`src/rtl/core/soa_pkg.sv`:
```
// ----------------------------------------------------------------------------
// soa_pkg: shared types and constants for the sonar obstacle avoidance block
// Mode and command codes, field widths, timing constants and the structs
// that pass configuration, one tick and one step result between modules.
// ----------------------------------------------------------------------------
`default_nettype none

package soa_pkg;

  localparam int MM_W    = 13;
  localparam int SPEED_W = 14;
  localparam int TIMER_W = 12;
  localparam int CODE_W  = 3;

  localparam int APB_AW = 5;
  localparam int APB_DW = 32;

  localparam logic [TIMER_W:0]   TICK_MS       = 13'd50;
  localparam logic [TIMER_W-1:0] TIMER_MAX     = 12'd4095;
  localparam logic [TIMER_W-1:0] STOP_HOLD_MS  = 12'd300;
  localparam logic [TIMER_W-1:0] TURN_LIMIT_MS = 12'd2000;
  localparam logic [TIMER_W-1:0] BACK_HOLD_MS  = 12'd800;
  // Room assumed for an absent side; it is above any 13-bit reading.
  localparam logic [MM_W:0]      SIDE_DEFAULT_MM = 14'd9990;

  // cruise*40/100 equals floor(2*cruise/5); the divide by five is a
  // multiply by ceil(2^18/5) and a shift, exact for any 15-bit dividend.
  localparam logic [15:0] SLOW_MUL   = 16'd52429;
  localparam int          SLOW_SHIFT = 18;

  // Register indexes on the configuration port.
  localparam logic [2:0] REG_STOP_MM       = 3'd0;
  localparam logic [2:0] REG_WARN_MM       = 3'd1;
  localparam logic [2:0] REG_SIDE_BLOCK_MM = 3'd2;
  localparam logic [2:0] REG_CRUISE_SPEED  = 3'd3;
  localparam logic [2:0] REG_TURN_SPEED    = 3'd4;
  localparam logic [2:0] REG_LEFT_FITTED   = 3'd5;
  localparam logic [2:0] REG_RIGHT_FITTED  = 3'd6;

  typedef enum logic [CODE_W-1:0] {
    MODE_FWD   = 3'd0,
    MODE_STOP  = 3'd1,
    MODE_SCAN  = 3'd2,
    MODE_LEFT  = 3'd3,
    MODE_RIGHT = 3'd4,
    MODE_BACK  = 3'd5
  } mode_t;

  typedef enum logic [CODE_W-1:0] {
    CMD_NONE  = 3'd0,
    CMD_STOP  = 3'd1,
    CMD_FWD   = 3'd2,
    CMD_LEFT  = 3'd3,
    CMD_RIGHT = 3'd4,
    CMD_BACK  = 3'd5
  } cmd_t;

  typedef struct packed {
    logic [MM_W-1:0]    stop_mm;
    logic [MM_W-1:0]    warn_mm;
    logic [MM_W-1:0]    side_block_mm;
    logic [SPEED_W-1:0] cruise_speed;
    logic [SPEED_W-1:0] turn_speed;
    logic               left_fitted;
    logic               right_fitted;
  } cfg_t;

  typedef struct packed {
    logic [MM_W-1:0] left_mm;
    logic            left_ok;
    logic [MM_W-1:0] front_mm;
    logic            front_ok;
    logic [MM_W-1:0] right_mm;
    logic            right_ok;
  } tick_t;

  typedef struct packed {
    cmd_t               cmd;
    logic [SPEED_W-1:0] speed;
  } res_t;

  typedef struct packed {
    mode_t              mode_next;
    logic [TIMER_W-1:0] elapsed_next;
    logic               two;
    res_t               res0;
    res_t               res1;
  } step_t;

endpackage

`default_nettype wire

```
`src/rtl/core/soa_in_if.sv`:
```
// ----------------------------------------------------------------------------
// soa_in_if: tick channel
// Valid/ready channel that carries the three sonar readings of one tick.
// ----------------------------------------------------------------------------
`default_nettype none

interface soa_in_if;
  logic                      valid;
  logic                      ready;
  logic [soa_pkg::MM_W-1:0]  left_mm;
  logic                      left_ok;
  logic [soa_pkg::MM_W-1:0]  front_mm;
  logic                      front_ok;
  logic [soa_pkg::MM_W-1:0]  right_mm;
  logic                      right_ok;

  modport source (output valid, left_mm, left_ok, front_mm, front_ok, right_mm, right_ok,
                  input ready);
  modport sink (input valid, left_mm, left_ok, front_mm, front_ok, right_mm, right_ok,
                output ready);
endinterface

`default_nettype wire

```
`src/rtl/core/soa_out_if.sv`:
```
// ----------------------------------------------------------------------------
// soa_out_if: motor command channel
// Valid/ready channel that carries one motor command result.
// ----------------------------------------------------------------------------
`default_nettype none

interface soa_out_if;
  logic                          valid;
  logic                          ready;
  logic [soa_pkg::CODE_W-1:0]    command;
  logic [soa_pkg::SPEED_W-1:0]   speed;
  logic [soa_pkg::CODE_W-1:0]    mode_now;
  logic                          last;

  modport source (output valid, command, speed, mode_now, last, input ready);
  modport sink (input valid, command, speed, mode_now, last, output ready);
endinterface

`default_nettype wire

```
`src/rtl/core/sonar_obstacle_avoid_fsm.sv`:
```
// ----------------------------------------------------------------------------
// sonar_obstacle_avoid_fsm: ultrasonic obstacle avoidance state machine
// Path: an accepted tick passes the input register and then the result register.
// Throughput: one tick per cycle while the output takes every command; a tick
// with two commands holds the result register until both have been taken.
// Reset (rst, synchronous) sets forward mode, clears the timer, empties the
// pipeline and loads the default configuration.
// ----------------------------------------------------------------------------
`default_nettype none

module sonar_obstacle_avoid_fsm (
  input  logic                          clk,
  input  logic                          rst,
  input  logic                          psel,
  input  logic                          penable,
  input  logic                          pwrite,
  input  logic [soa_pkg::APB_AW-1:0]    paddr,
  input  logic [soa_pkg::APB_DW-1:0]    pwdata,
  output logic [soa_pkg::APB_DW-1:0]    prdata,
  output logic                          pready,
  soa_in_if.sink                        in_item,
  soa_out_if.source                     out_item
);
  import soa_pkg::*;

  // Configuration registers. The user writes them only while the block is idle,
  // so the step logic reads them directly; the block does not enforce this.
  cfg_t               cfg;
  logic [2:0]         reg_idx;
  logic               cfg_write;

  // Input register: one tick waiting for the step logic.
  logic               tick_valid;
  tick_t              tick;

  // Architectural state of the avoidance machine.
  mode_t              mode;
  logic [TIMER_W-1:0] elapsed;

  // Result register: the one or two commands of the latest tick, sent in
  // order. phase selects the second command once the first is taken.
  logic               res_valid;
  logic               res_two;
  logic               phase;
  res_t               res0;
  res_t               res1;
  mode_t              res_mode;

  step_t              step;
  res_t               res_cur;
  logic               res_final;
  logic               res_free;
  logic               advance;

  assign pready    = 1'b1;
  assign reg_idx   = paddr[APB_AW-1:2];
  assign cfg_write = psel && penable && pwrite && pready;

  always_comb begin
    prdata = '0;
    unique case (reg_idx)
      REG_STOP_MM:       prdata = APB_DW'(cfg.stop_mm);
      REG_WARN_MM:       prdata = APB_DW'(cfg.warn_mm);
      REG_SIDE_BLOCK_MM: prdata = APB_DW'(cfg.side_block_mm);
      REG_CRUISE_SPEED:  prdata = APB_DW'(cfg.cruise_speed);
      REG_TURN_SPEED:    prdata = APB_DW'(cfg.turn_speed);
      REG_LEFT_FITTED:   prdata = APB_DW'(cfg.left_fitted);
      REG_RIGHT_FITTED:  prdata = APB_DW'(cfg.right_fitted);
      default:           prdata = '0;
    endcase
  end

  always_ff @(posedge clk) begin
    if (rst) begin
      cfg.stop_mm       <= 13'd150;
      cfg.warn_mm       <= 13'd250;
      cfg.side_block_mm <= 13'd200;
      cfg.cruise_speed  <= 14'd3500;
      cfg.turn_speed    <= 14'd2500;
      cfg.left_fitted   <= 1'b1;
      cfg.right_fitted  <= 1'b1;
    end else if (cfg_write) begin
      unique case (reg_idx)
        REG_STOP_MM:       cfg.stop_mm       <= pwdata[MM_W-1:0];
        REG_WARN_MM:       cfg.warn_mm       <= pwdata[MM_W-1:0];
        REG_SIDE_BLOCK_MM: cfg.side_block_mm <= pwdata[MM_W-1:0];
        REG_CRUISE_SPEED:  cfg.cruise_speed  <= pwdata[SPEED_W-1:0];
        REG_TURN_SPEED:    cfg.turn_speed    <= pwdata[SPEED_W-1:0];
        REG_LEFT_FITTED:   cfg.left_fitted   <= pwdata[0];
        REG_RIGHT_FITTED:  cfg.right_fitted  <= pwdata[0];
        default: begin
        end
      endcase
    end
  end

  soa_step u_step (
    .cfg     (cfg),
    .tick    (tick),
    .mode    (mode),
    .elapsed (elapsed),
    .step    (step)
  );

  // The result register frees when its final command is taken; the queued
  // tick moves through the step logic in that same cycle, so single-command
  // ticks stream at full rate.
  assign res_final = !res_two || phase;
  assign res_free  = !res_valid || (out_item.ready && res_final);
  assign advance   = tick_valid && res_free;

  assign in_item.ready = !tick_valid || advance;

  always_ff @(posedge clk) begin
    if (rst) begin
      tick_valid <= 1'b0;
      res_valid  <= 1'b0;
      phase      <= 1'b0;
      mode       <= MODE_FWD;
      elapsed    <= '0;
    end else begin
      if (in_item.valid && in_item.ready) begin
        tick_valid     <= 1'b1;
        tick.left_mm   <= in_item.left_mm;
        tick.left_ok   <= in_item.left_ok;
        tick.front_mm  <= in_item.front_mm;
        tick.front_ok  <= in_item.front_ok;
        tick.right_mm  <= in_item.right_mm;
        tick.right_ok  <= in_item.right_ok;
      end else if (advance) begin
        tick_valid <= 1'b0;
      end

      if (advance) begin
        mode      <= step.mode_next;
        elapsed   <= step.elapsed_next;
        res_valid <= 1'b1;
        res_two   <= step.two;
        res0      <= step.res0;
        res1      <= step.res1;
        res_mode  <= step.mode_next;
        phase     <= 1'b0;
      end else if (res_valid && out_item.ready) begin
        if (res_final) begin
          res_valid <= 1'b0;
        end else begin
          phase <= 1'b1;
        end
      end
    end
  end

  assign res_cur           = phase ? res1 : res0;
  assign out_item.valid    = res_valid;
  assign out_item.command  = res_cur.cmd;
  assign out_item.speed    = res_cur.speed;
  assign out_item.mode_now = res_mode;
  assign out_item.last     = res_final;

endmodule

`default_nettype wire

```
`src/rtl/core/soa_step.sv`:
```
// ----------------------------------------------------------------------------
// soa_step: next-state and command logic for one tick
// From the current mode, timer, configuration and one tick of readings,
// works out the new mode and timer and the one or two motor commands.
// ----------------------------------------------------------------------------
`default_nettype none

module soa_step (
  input  soa_pkg::cfg_t                    cfg,
  input  soa_pkg::tick_t                   tick,
  input  soa_pkg::mode_t                   mode,
  input  logic [soa_pkg::TIMER_W-1:0]      elapsed,
  output soa_pkg::step_t                   step
);
  import soa_pkg::*;

  logic [TIMER_W:0]   elapsed_sum;
  logic [TIMER_W-1:0] elapsed_sat;
  logic               front_echo;
  logic               left_has;
  logic               right_has;
  logic               left_blk;
  logic               right_blk;
  logic [MM_W:0]      left_room;
  logic [MM_W:0]      right_room;
  mode_t              turn_pick;
  logic [30:0]        slow_prod;
  logic [SPEED_W-1:0] slow_speed;

  assign elapsed_sum = {1'b0, elapsed} + TICK_MS;
  assign elapsed_sat = (elapsed_sum > {1'b0, TIMER_MAX}) ? TIMER_MAX
                                                         : elapsed_sum[TIMER_W-1:0];

  assign front_echo = tick.front_ok && (tick.front_mm != '0);

  // Side choice for a scan: a blocked side rules itself out and two blocked
  // sides mean backing up; otherwise the side with more room wins and a tie goes left.
  assign left_has   = cfg.left_fitted && tick.left_ok && (tick.left_mm != '0);
  assign right_has  = cfg.right_fitted && tick.right_ok && (tick.right_mm != '0);
  assign left_blk   = left_has && (tick.left_mm < cfg.side_block_mm);
  assign right_blk  = right_has && (tick.right_mm < cfg.side_block_mm);
  assign left_room  = left_has ? {1'b0, tick.left_mm} : SIDE_DEFAULT_MM;
  assign right_room = right_has ? {1'b0, tick.right_mm} : SIDE_DEFAULT_MM;

  always_comb begin
    priority if (left_blk && right_blk) begin
      turn_pick = MODE_BACK;
    end else if (left_blk) begin
      turn_pick = MODE_RIGHT;
    end else if (right_blk) begin
      turn_pick = MODE_LEFT;
    end else if (left_room >= right_room) begin
      turn_pick = MODE_LEFT;
    end else begin
      turn_pick = MODE_RIGHT;
    end
  end

  assign slow_prod  = 31'({cfg.cruise_speed, 1'b0}) * 31'(SLOW_MUL);
  assign slow_speed = SPEED_W'(slow_prod >> SLOW_SHIFT);

  always_comb begin
    step.mode_next    = mode;
    step.elapsed_next = elapsed_sat;
    step.two          = 1'b0;
    step.res0         = '{cmd: CMD_NONE, speed: '0};
    step.res1         = '{cmd: CMD_STOP, speed: '0};
    unique case (mode)
      MODE_STOP: begin
        if (elapsed_sat >= STOP_HOLD_MS) begin
          step.mode_next    = MODE_SCAN;
          step.elapsed_next = '0;
        end
      end
      MODE_SCAN: begin
        step.mode_next    = turn_pick;
        step.elapsed_next = '0;
      end
      MODE_LEFT, MODE_RIGHT: begin
        step.res0 = '{cmd: (mode == MODE_LEFT) ? CMD_LEFT : CMD_RIGHT,
                      speed: cfg.turn_speed};
        if (!tick.front_ok || (tick.front_mm > cfg.warn_mm)) begin
          step.mode_next    = MODE_FWD;
          step.elapsed_next = '0;
        end else if (elapsed_sat > TURN_LIMIT_MS) begin
          step.two          = 1'b1;
          step.mode_next    = MODE_SCAN;
          step.elapsed_next = '0;
        end
      end
      MODE_BACK: begin
        step.res0 = '{cmd: CMD_BACK, speed: cfg.turn_speed};
        if (elapsed_sat >= BACK_HOLD_MS) begin
          step.two          = 1'b1;
          step.mode_next    = MODE_SCAN;
          step.elapsed_next = '0;
        end
      end
      default: begin
        // Forward, and any code outside the six modes.
        if (front_echo && (tick.front_mm < cfg.stop_mm)) begin
          step.res0         = '{cmd: CMD_STOP, speed: '0};
          step.mode_next    = MODE_STOP;
          step.elapsed_next = '0;
        end else if (front_echo && (tick.front_mm < cfg.warn_mm)) begin
          step.res0 = '{cmd: CMD_FWD, speed: slow_speed};
        end else begin
          step.res0 = '{cmd: CMD_FWD, speed: cfg.cruise_speed};
        end
      end
    endcase
  end

endmodule

`default_nettype wire

```
`src/flat_wrapper.sv`:
```
// flat-port wrapper written by rule: the top's interface ports become plain ports
module sonar_obstacle_avoid_fsm_flat import soa_pkg::*;
  (clk, rst, psel, penable, pwrite, paddr, pwdata, prdata, pready, in_item_valid, in_item_left_mm, in_item_left_ok, in_item_front_mm, in_item_front_ok, in_item_right_mm, in_item_right_ok, in_item_ready, out_item_valid, out_item_command, out_item_speed, out_item_mode_now, out_item_last, out_item_ready);
  soa_in_if in_item_i ();
  soa_out_if out_item_i ();
  input  logic clk;
  input  logic rst;
  input  logic psel;
  input  logic penable;
  input  logic pwrite;
  input  logic [soa_pkg::APB_AW-1:0] paddr;
  input  logic [soa_pkg::APB_DW-1:0] pwdata;
  output logic [soa_pkg::APB_DW-1:0] prdata;
  output logic pready;
  input wire logic [$bits(in_item_i.valid)-1:0] in_item_valid;
  input wire logic [$bits(in_item_i.left_mm)-1:0] in_item_left_mm;
  input wire logic [$bits(in_item_i.left_ok)-1:0] in_item_left_ok;
  input wire logic [$bits(in_item_i.front_mm)-1:0] in_item_front_mm;
  input wire logic [$bits(in_item_i.front_ok)-1:0] in_item_front_ok;
  input wire logic [$bits(in_item_i.right_mm)-1:0] in_item_right_mm;
  input wire logic [$bits(in_item_i.right_ok)-1:0] in_item_right_ok;
  output wire logic [$bits(in_item_i.ready)-1:0] in_item_ready;
  output wire logic [$bits(out_item_i.valid)-1:0] out_item_valid;
  output wire logic [$bits(out_item_i.command)-1:0] out_item_command;
  output wire logic [$bits(out_item_i.speed)-1:0] out_item_speed;
  output wire logic [$bits(out_item_i.mode_now)-1:0] out_item_mode_now;
  output wire logic [$bits(out_item_i.last)-1:0] out_item_last;
  input wire logic [$bits(out_item_i.ready)-1:0] out_item_ready;
  assign in_item_i.valid = in_item_valid;
  assign in_item_i.left_mm = in_item_left_mm;
  assign in_item_i.left_ok = in_item_left_ok;
  assign in_item_i.front_mm = in_item_front_mm;
  assign in_item_i.front_ok = in_item_front_ok;
  assign in_item_i.right_mm = in_item_right_mm;
  assign in_item_i.right_ok = in_item_right_ok;
  assign in_item_ready = in_item_i.ready;
  assign out_item_valid = out_item_i.valid;
  assign out_item_command = out_item_i.command;
  assign out_item_speed = out_item_i.speed;
  assign out_item_mode_now = out_item_i.mode_now;
  assign out_item_last = out_item_i.last;
  assign out_item_i.ready = out_item_ready;
  sonar_obstacle_avoid_fsm u_core (.clk(clk), .rst(rst), .psel(psel), .penable(penable), .pwrite(pwrite), .paddr(paddr), .pwdata(pwdata), .prdata(prdata), .pready(pready), .in_item(in_item_i), .out_item(out_item_i));
endmodule
```
`config.mk`:
```
export PLATFORM = sky130hd
export DESIGN_NAME = sonar_obstacle_avoid_fsm_flat
export DESIGN_NICKNAME = d
export VERILOG_FILES = /design/src/rtl/core/soa_pkg.sv /design/src/rtl/core/soa_in_if.sv /design/src/rtl/core/soa_out_if.sv /design/src/rtl/core/sonar_obstacle_avoid_fsm.sv /design/src/rtl/core/soa_step.sv /design/src/flat_wrapper.sv
export SDC_FILE = /design/constraint.sdc
export NUM_CORES = 1
export LEC_CHECK = 0
export ABC_AREA = 1
export BUFFER_PORTS_ARGS = -buffer_cell sky130_fd_sc_hd__buf_2
export CAP_MARGIN = 25
export CORE_ASPECT_RATIO = 1.5
export CORE_MARGIN = 2
export CORE_UTILIZATION = 55
export CTS_BUF_LIST = sky130_fd_sc_hd__clkbuf_4
export CTS_CLUSTER_SIZE = 10
export DETAILED_ROUTE_END_ITERATION = 6
export PLACE_DENSITY = 0.76
export SLEW_MARGIN = 20
export SYNTH_ARGS = -nofsm -noshare
export SYNTH_HDL_FRONTEND = slang
export SYNTH_SLANG_ARGS = --single-unit
export TNS_END_PERCENT = 20
```
`constraint.sdc`:
```
create_clock -name clk -period 9.95 [get_ports clk]
set_input_delay 1.4925 -clock clk [delete_from_list [all_inputs] [get_ports clk]]
set_output_delay 1.4925 -clock clk [all_outputs]
set_load 0.01 [all_outputs]
```
Word-level counts from Yosys, hierarchy flattened
Index checks and enable logic that the tools add are counted.

operators by class
  add/sub/neg operators = 1
  $mul = 1
  order comparisons = 10
  equal/unequal tests = 11
  mux-type cells = 26
  bitwise logic cells = 2
  reductions and logical operators = 45

operators by type and width
  cell                      count
  $pmux W14 S7              1
  $pmux W15 S4              1
  $lt A13 B13 Y1            4
  $pmux W17 S3              1
  $mux W15                  3
  $mux W14                  3
  $reduce_bool A13 Y1       3
  $mux W17                  2
  $mux W16                  2
  $mul A14 B16 Y30 const B  1
  $reduce_and A2 Y1         11
  $logic_and A1 B1 Y1       16
  $eq A3 B3 Y1 const B      5
  $mux W3                   5
  $ge A14 B14 Y1            1
  $add A12 B6 Y13 const B   1
  $gt A13 B12 Y1 const B    1
  $gt A13 B13 Y1            1
  $eq A3 B2 Y1 const B      4
  $ge A12 B10 Y1 const B    1
  $ge A12 B9 Y1 const B     1
  $gt A12 B11 Y1 const B    1
  $mux W12                  1
  $eq A3 B1 Y1 const B      2
  other kinds (8)           24

word-level totals
  flip-flop bits (word level) = 150
  bits of input ports = 86
  output and inout bits = 56
  word-level logic and storage cells = 118

Logic depth before layout (Yosys ltp)
Gate-level depths: netlist of run 1.

  depth after elaboration = 9
  mapped depth = 26
  mapped depth without buffers = 26

By module
A second synthesis of run 1 with hierarchy kept.

second synthesis, totals
  cells, all modules = 1794
  area, all modules = 13820.8 µm²

modules (own cells, without submodules)
  module                    instances  cells an instance  area an instance (µm²)  sequential area each (µm²)
  soa_step                  1          1044               7115.6                  0.0
  sonar_obstacle_avoid_fsm  1          750                6705.2                  4144.0

Worst setup path before layout of run 1
No wires, ideal clock.

  path kind = reg2reg
  from = register, netlist name u_core.cfg[28]
  to = register u_core.res0[8] in the netlist's numbering (data pin)
  setup time = 0.266 ns
  data arrival time = 4.952 ns
  data required time = 9.684 ns
  slack = 4.733 ns
  cell stages (with the launch flop) = 22
  path buffers = 0
  clock period less this slack = 5.217 ns
  cells stage by stage = dfxtp_1 -> inv_1 -> ha_1 -> fa_1 -> fa_1 -> fa_1 -> inv_1 -> fa_1 -> inv_1 -> fa_1 -> inv_1 -> ha_1 -> nand2_1 -> nor2_1 -> inv_1 -> nor3_1 -> nand3_1 -> a31o_2 -> nand2_1 -> o21ai_0 -> o221ai_1 -> o21ai_0

RTL lines
  what                  RTL line                         source
  to (signal assigned)  sonar_obstacle_avoid_fsm.sv:139  res0 <= step.res0;
  to (decl)             sonar_obstacle_avoid_fsm.sv:45   res_t res0;

==> results of run 1 <==
[registers in the layout, summed over array words and instances, names as in the netlist]
register and flops:
u_core.elapsed 12, u_core.tick_valid 1, u_core.tick 42, u_core.mode 3, u_core.out_item.mode_now 3, u_core.cfg 69, u_core.res_two 1, u_core.phase 1
u_core.res0 17, u_core.out_item.valid 1
[cells by family after synthesis]
logic type / after synthesis
xor+xnor: 9
buf+inv: 306
fa+ha+maj: 221
compound gates: 296
other cells: 2
flops: 150
simple gates: 441
[metal layers]
metal | wire length [µm] | up-vias | track usage [%]
met5 | 0 | - | 0
met4 | 1700 | 0 | 15.8
met3 | 1790 | 92 | 4.03
met2 | 16000 | 405 | 51.1
met1 | 11400 | 4720 | 30.5
li1 | - | 4929 | -
[per-stage QoR]
stage,hold slack [ns],cells
3_3_place_gp,0.462,1769
2_1_floorplan,0.439,1442
5_1_grt,0.499,1803
4_1_cts,0.483,1801
3_5_place_dp,0.462,1769
6_report,0.480,1803
[worst max-delay path by stage]
stage	end	start
detailed placement	u_core.res0[8]$_DFFE_PP_	u_core.cfg[28]$_SDFFE_PP0P_
global route	u_core.res0[8]$_DFFE_PP_	u_core.cfg[28]$_SDFFE_PP0P_
finish	u_core.res0[3]$_DFFE_PP_	u_core.cfg[28]$_SDFFE_PP0P_
global placement	u_core.res0[8]$_DFFE_PP_	u_core.cfg[28]$_SDFFE_PP0P_
CTS	u_core.res0[8]$_DFFE_PP_	u_core.cfg[28]$_SDFFE_PP0P_
floorplan	u_core.res0[8]$_DFFE_PP_	u_core.cfg[28]$_SDFFE_PP0P_
[cells in the mapped netlist, types with 3 or more instances]
cell type / count
inv_1: 252
nand2_1: 203
ha_1: 167
a21oi_1: 119
nor2_1: 101
o21ai_0: 97
dfxtp_1: 87
edfxtp_1: 63
fa_1: 54
nand3_1: 46
clkbuf_1: 26
o211ai_1: 21
buf_4: 19
nand4_1: 19
nor3_1: 18
o22ai_1: 17
nand2_2: 9
nand3_2: 9
o221ai_1: 9
or2_2: 9
nor4_1: 8
a221oi_1: 5
nor2_4: 5
a21o_1: 4
nor2_2: 4
xnor2_1: 4
a31oi_1: 3
clkinv_1: 3
inv_2: 3
nand2_4: 3
o21ai_1: 3
xor2_1: 3
[final cells by class]
type | instances | area share, %
diodes | 1 | 0.0194
clock buffers | 18 | 1.05
clock inverters | 14 | 1.53
inverters | 258 | 7.52
multi-input cells | 986 | 54.7
flip-flops and latches | 150 | 28.2
well taps | 268 | 2.60
repair buffers | 108 | 4.31
[power by group]
part           switching [W]  total (W)  internal (W)
sequential         0.0000147   0.000676      0.000661
clock               0.000232   0.000437      0.000205
combinational       0.000309   0.000488      0.000178
[worst max-delay path, cell delays in order (launching register included)]
cell	delay [ns]
dfxtp_1	0.45
inv_1	0.15
ha_1	0.37
fa_1	0.66
fa_1	0.47
fa_1	0.55
inv_1	0.05
fa_1	0.50
inv_1	0.05
fa_1	0.49
inv_1	0.04
ha_1	0.32
a21oi_1	0.13
o21ai_0	0.09
a21oi_1	0.23
inv_1	0.10
a21oi_1	0.22
o21ai_1	0.17
or2_2	0.31
a21oi_1	0.13
o22ai_1	0.11
==> results.toml, run 1 <==
[global_routing]
grt_pass1_wl_mm = 48.5
grt_max_degree = 62
grt_use_total_pct = 28.1
grt_overflow = 0
antenna_found_initial = 1
grt_pass1_vias = 9781

[placement]
gp_congestion = 0.931
pre_cts_ws_ns = 4.15
numPortBuffers = 102
dpl_cell_area_mm2 = 0.0125
dp_hpwl_mm = 24.8

[routing]
ant_nets = 0
routed_wl_mm = 30.9
num_vias = 10100
drt_pre_antenna_iters = 7
drc_errors = 1
drt-initial-drc-count = 829
viasPerCell = 5.63
wl_per_cell_um = 17.1

[logic_synthesis]
yosysUniqueCellTypes = 55
synthTopCellsByArea = "ha_1 18%, edfxtp_1 16%, dfxtp_1 15%"
muxShareOfSynthArea_pct = 0
synth_area_per_cell_um2 = 8.31
synth_compound_area_share_pct = 14.2
synth-edff-count = 63
yosysTopAreaCell = "ha_1"
netlist_instances = 1425
synth_top_family_by_area = "adder cells"
yosys_warnings = 0
synth_ff_type = "dfxtp_1"
yosys.area_share.simple_pct = 17.1
synthArstFlopShare_pct = 0
synth_fa_ha_area_share_pct = 26.8
synth_top_area_share_pct = 17.7
mappedNetlistArea_mm2 = 0.0118
synth-xor-area-share_pct = 0.793
synth.yosys.seq_area_share_pct = 30.7
ys_seq_elements = 150

[pwr]
ir_worst_vdd_mv = 0.0977
finalPower_w = 0.00160
p_per_area_mw_per_mm2 = 124
p_leak_nw = 6.31

[timing]
setup_tns_ns = 0
fmax_mhz = 171
period_share_pct = 58.8
fin_ws_ns = 4.10
hold_viol_final = 0
worstMarginPinSlew_ns = 0.804
slew_headroom_pct = 46.2
slew_violations = 0
rsz0062_at_grt = "no"
setup_viol = 0
fin_skew_ns = 0.0234
min_period_ns = 5.85

[layout]
drive_gt1_share_pct = 12.5
area_growth_pct = 8.78
stdcell_area_mm2 = 0.0129
multi_input_area_mm2 = 0.00705
final_cell_mix = "252 x inv_1, 203 x nand2_1, 167 x ha_1, 119 x a21oi_1, 102 x buf_2"
fin_nets = 1828
postLayoutCoreUtil_pct = 61.1
layout_commonest_cell = "inv_1"
regArea_mm2 = 0.00363
fillers = 1862

[clock_tree]
cts_resized = 0
numCtsBuffers = 17
cts_sinks = 150
clockRootBuffer = "clkbuf_4"
postCtsSetupRepairBufs = 0
clk_pin_slew_ns = 0.13
clk_path_buf_depth = 2
clk_latency_ns = 0.59
hold_buffers = 0
htreeDepth = 4
cts_tree = "yes"

[floorplan]
die_h_um = 184
rows = 65
start_util_pct = 56.2
die_w_um = 124
core_mm2 = 0.0211
dieArea_mm2 = 0.0227
pin_count = 142

[hold_path]
holdPathStages = 2
hp-start = "u_core.elapsed[7]$_SDFFE_PP0P_"
min_path_type = "reg2reg"
holdPathEnd = "u_core.elapsed[7]$_SDFFE_PP0P_"

[critical_path]
r2r.worst_path.cells = 20
cp.required_ns = 10.27
r2r_end = "u_core.res0[3]$_DFFE_PP_"
path_class = "reg2reg"
r2r_start = "u_core.cfg[28]$_SDFFE_PP0P_"
cp.arrival_ns = 6.17
crit_fanout = 5
rrSetupSlack_ns = 4.10
critPathLaunchType = "flip-flop"
worst_setup_path_end_kind = "flip-flop"

[run_status]
violations = "design-rule violations"
status = "complete, but fails checks"

[job]
drv_cap = 0
No activity file was read; power rests on OpenSTA's default activity.
==> run 2: changes to the inputs <==
--- a/config.mk
+++ b/config.mk
@@ -14,7 +14,7 @@
 export CTS_BUF_LIST = sky130_fd_sc_hd__clkbuf_4
 export CTS_CLUSTER_SIZE = 10
 export DETAILED_ROUTE_END_ITERATION = 6
-export PLACE_DENSITY = 0.76
+export PLACE_DENSITY = 0.79
 export SLEW_MARGIN = 20
 export SYNTH_ARGS = -nofsm -noshare
 export SYNTH_HDL_FRONTEND = slang
==> constraint.sdc (replaced) <==
create_clock -name clk -period 5.1 [get_ports clk]
set_input_delay 0.765 -clock clk [delete_from_list [all_inputs] [get_ports clk]]
set_output_delay 0.765 -clock clk [all_outputs]
set_load 0.01 [all_outputs]
==> run 2 against run 1 <==
Compared with the run above: the run ends with design-rule violations, negative setup slack left; worst setup slack got worse by 4.1 ns; global-route usage rose by 1.7 points; non-clock buffer count rose by 53; flip-flop and latch count did not move; via count rose by 4.6%; count of clock-buffer cells in the layout did not move; sequential power rose by 95%; core utilization rose by 3.2 points; fmax rose by 14%; power rose by 110%; cell count rose by 2.9%; clock skew fell by 0.0049 ns; largest cell class unchanged.
==> results.toml, run 2 (synthesis gave the netlist of run 1 again) <==
[run_status]
status = "complete, but fails checks"
violations = "design-rule violations, negative setup slack"

[layout]
multi_input_area_mm2 = 0.00733
regMostFlops = "u_core.cfg"
top_regs = "u_core.cfg x69, u_core.tick x42, u_core.res0 x17"
layout_commonest_cell = "inv_1"
final_cell_mix = "244 x inv_1, 196 x nand2_1, 154 x ha_1, 112 x a21oi_1, 102 x buf_2"
area_growth_pct = 14.4
fillers = 1721
regArea_mm2 = 0.00364
largest_register_ffs = 69
drive_gt1_share_pct = 19.1
fin_nets = 1881

[critical_path]
cp_common_cell = "nand2_1"
path_buf_inv = 3
path_delay_family = "adder cells"
cp.arrival_ns = 5.49
crit_fanout = 5
worst_setup_path_end_kind = "flip-flop"
critPathMaxStageDelay_ns = 0.59
cp_slowest_cell = "fa_1"
path_cells = "buf_4 > ha_2 > ha_1 > inv_1 > fa_1 > inv_1 > fa_1 > fa_1 > ha_1 > ha_2 > nand2_1 > o21ai_0 > nand2_1 > and3_1 > nand3_4 > a21o_4 > nand2_2 > nand2_1 > nand2_1 > nand3_1 > nand2_1 > nand2_1"
critPathLaunchType = "flip-flop"
cp.required_ns = 5.46
path_class = "reg2reg"

[timing]
slew_headroom_pct = 41.7
min_period_ns = 5.13
fin_ws_ns = -0.0292
worstMarginPinSlew_ns = 0.872
period_share_pct = 101
slew_violations = 0
hold_viol_final = 0
rsz0062_at_grt = "yes"
fin_skew_ns = 0.0185
fmax_mhz = 195
setup_viol = 4

[clock_tree]
numCtsBuffers = 17
hold_buffers = 0
clk_path_buf_depth = 2
clk_latency_ns = 0.60
htreeDepth = 4
cts_tree = "yes"
clk_pin_slew_ns = 0.13
clockRootBuffer = "clkbuf_4"
cts_sinks = 150

[routing]
num_vias = 10600
drt_pre_antenna_iters = 7
drt-initial-drc-count = 824
routed_wl_mm = 33.0
drc_errors = 5
wl_per_cell_um = 17.8
ant_nets = 0
viasPerCell = 5.72

[pwr]
p_per_area_mw_per_mm2 = 249
p_leak_nw = 6.58
finalPower_w = 0.00338
ir_worst_vdd_mv = 0.324

[global_routing]
grt_pass1_wl_mm = 51.5
antenna_found_initial = 1
grt_use_total_pct = 29.8
grt_overflow = 0
grt_max_degree = 62
grt_pass1_vias = 10500

[floorplan]
start_util_pct = 56.2
die_w_um = 124
dieArea_mm2 = 0.0227
pin_count = 142
rows = 65
die_h_um = 184
core_mm2 = 0.0211

[job]
drv_cap = 0

[placement]
numPortBuffers = 102
pre_cts_ws_ns = -0.277
gp_congestion = 0.993
dp_hpwl_mm = 26.1

[hold_path]
min_path_type = "in2reg"
run 2: cell count changes in the layout (fill, tap and decap cells not counted), sizes merged:
cell      previous run  this run
clkinv               7         6
bufinv               4         3
clkinvlp             2         1
inv                259       262
buf                108       161
run 2: per-layer routing:
layer  track usage (%)  wire length [µm]
met1              31.0             11700
met2              53.8             16900
met3              4.99              1890
met4              19.5              2500
met5                 0                 0
run 2: what timing repair did:
| action | 4_1_cts | 5_1_grt |
|---|---|---|
| resized for setup | 32 | 44 |
| setup buffers | 5 | 0 |
| endpoints found under the setup margin | 12 | 12 |
| pin swaps | 20 | 25 |
run 2: cell type report:
cell class / count / share of cell area, %
Inverter: 258 / 7.15
Tap cell: 268 / 2.48
Antenna cell: 1 / 0.0185
Sequential cell: 150 / 26.9
Timing Repair Buffer: 161 / 7.10
Multi-Input combinational cell: 986 / 54.1
Clock inverter: 14 / 1.27
Clock buffer: 18 / 0.998
run 2: path summary, 6_finish.rpt:
| path | startpoint | to | slack [ns] | depth (start not counted) |
|---|---|---|---|---|
| worst max register to register | u_core.cfg[25]$_SDFFE_PP0P_ | u_core.res0[11]$_DFFE_PP_ | -0.03 | 22 |
| worst min register to register | u_core.elapsed[7]$_SDFFE_PP0P_ | u_core.elapsed[7]$_SDFFE_PP0P_ | 0.48 | 2 |
| worst max-delay path | u_core.cfg[25]$_SDFFE_PP0P_ | u_core.res0[11]$_DFFE_PP_ | -0.03 | 22 |
| worst min-delay path | in_item_right_mm[10] | u_core.tick[11]$_DFFE_PP_ | 0.33 | 1 |
run 2: where the power goes:
part	total (W)	leakage, nW	internal [W]	switching [W]
Sequential	0.00132	1.29	0.00129	0.0000265
Combinational	0.00126	5.12	0.000517	0.000740
Clock	0.000803	0.169	0.000351	0.000452
Total	0.00338	6.58	0.00216	0.00122
run 2: stage by stage:
step                cells  util (%)  TNS, ns  hold WS [ns]  instance area (µm²)
global placement     1817      61.2   -0.646         0.458                12900
finish               1856      64.3  -0.0983         0.330                13500
detailed placement   1817      61.2    -1.97         0.471                12900
CTS                  1854      63.5        0         0.300                13400
global route         1856      64.3    -1.72         0.304                13500
floorplan            1442         -        0         0.439                11900
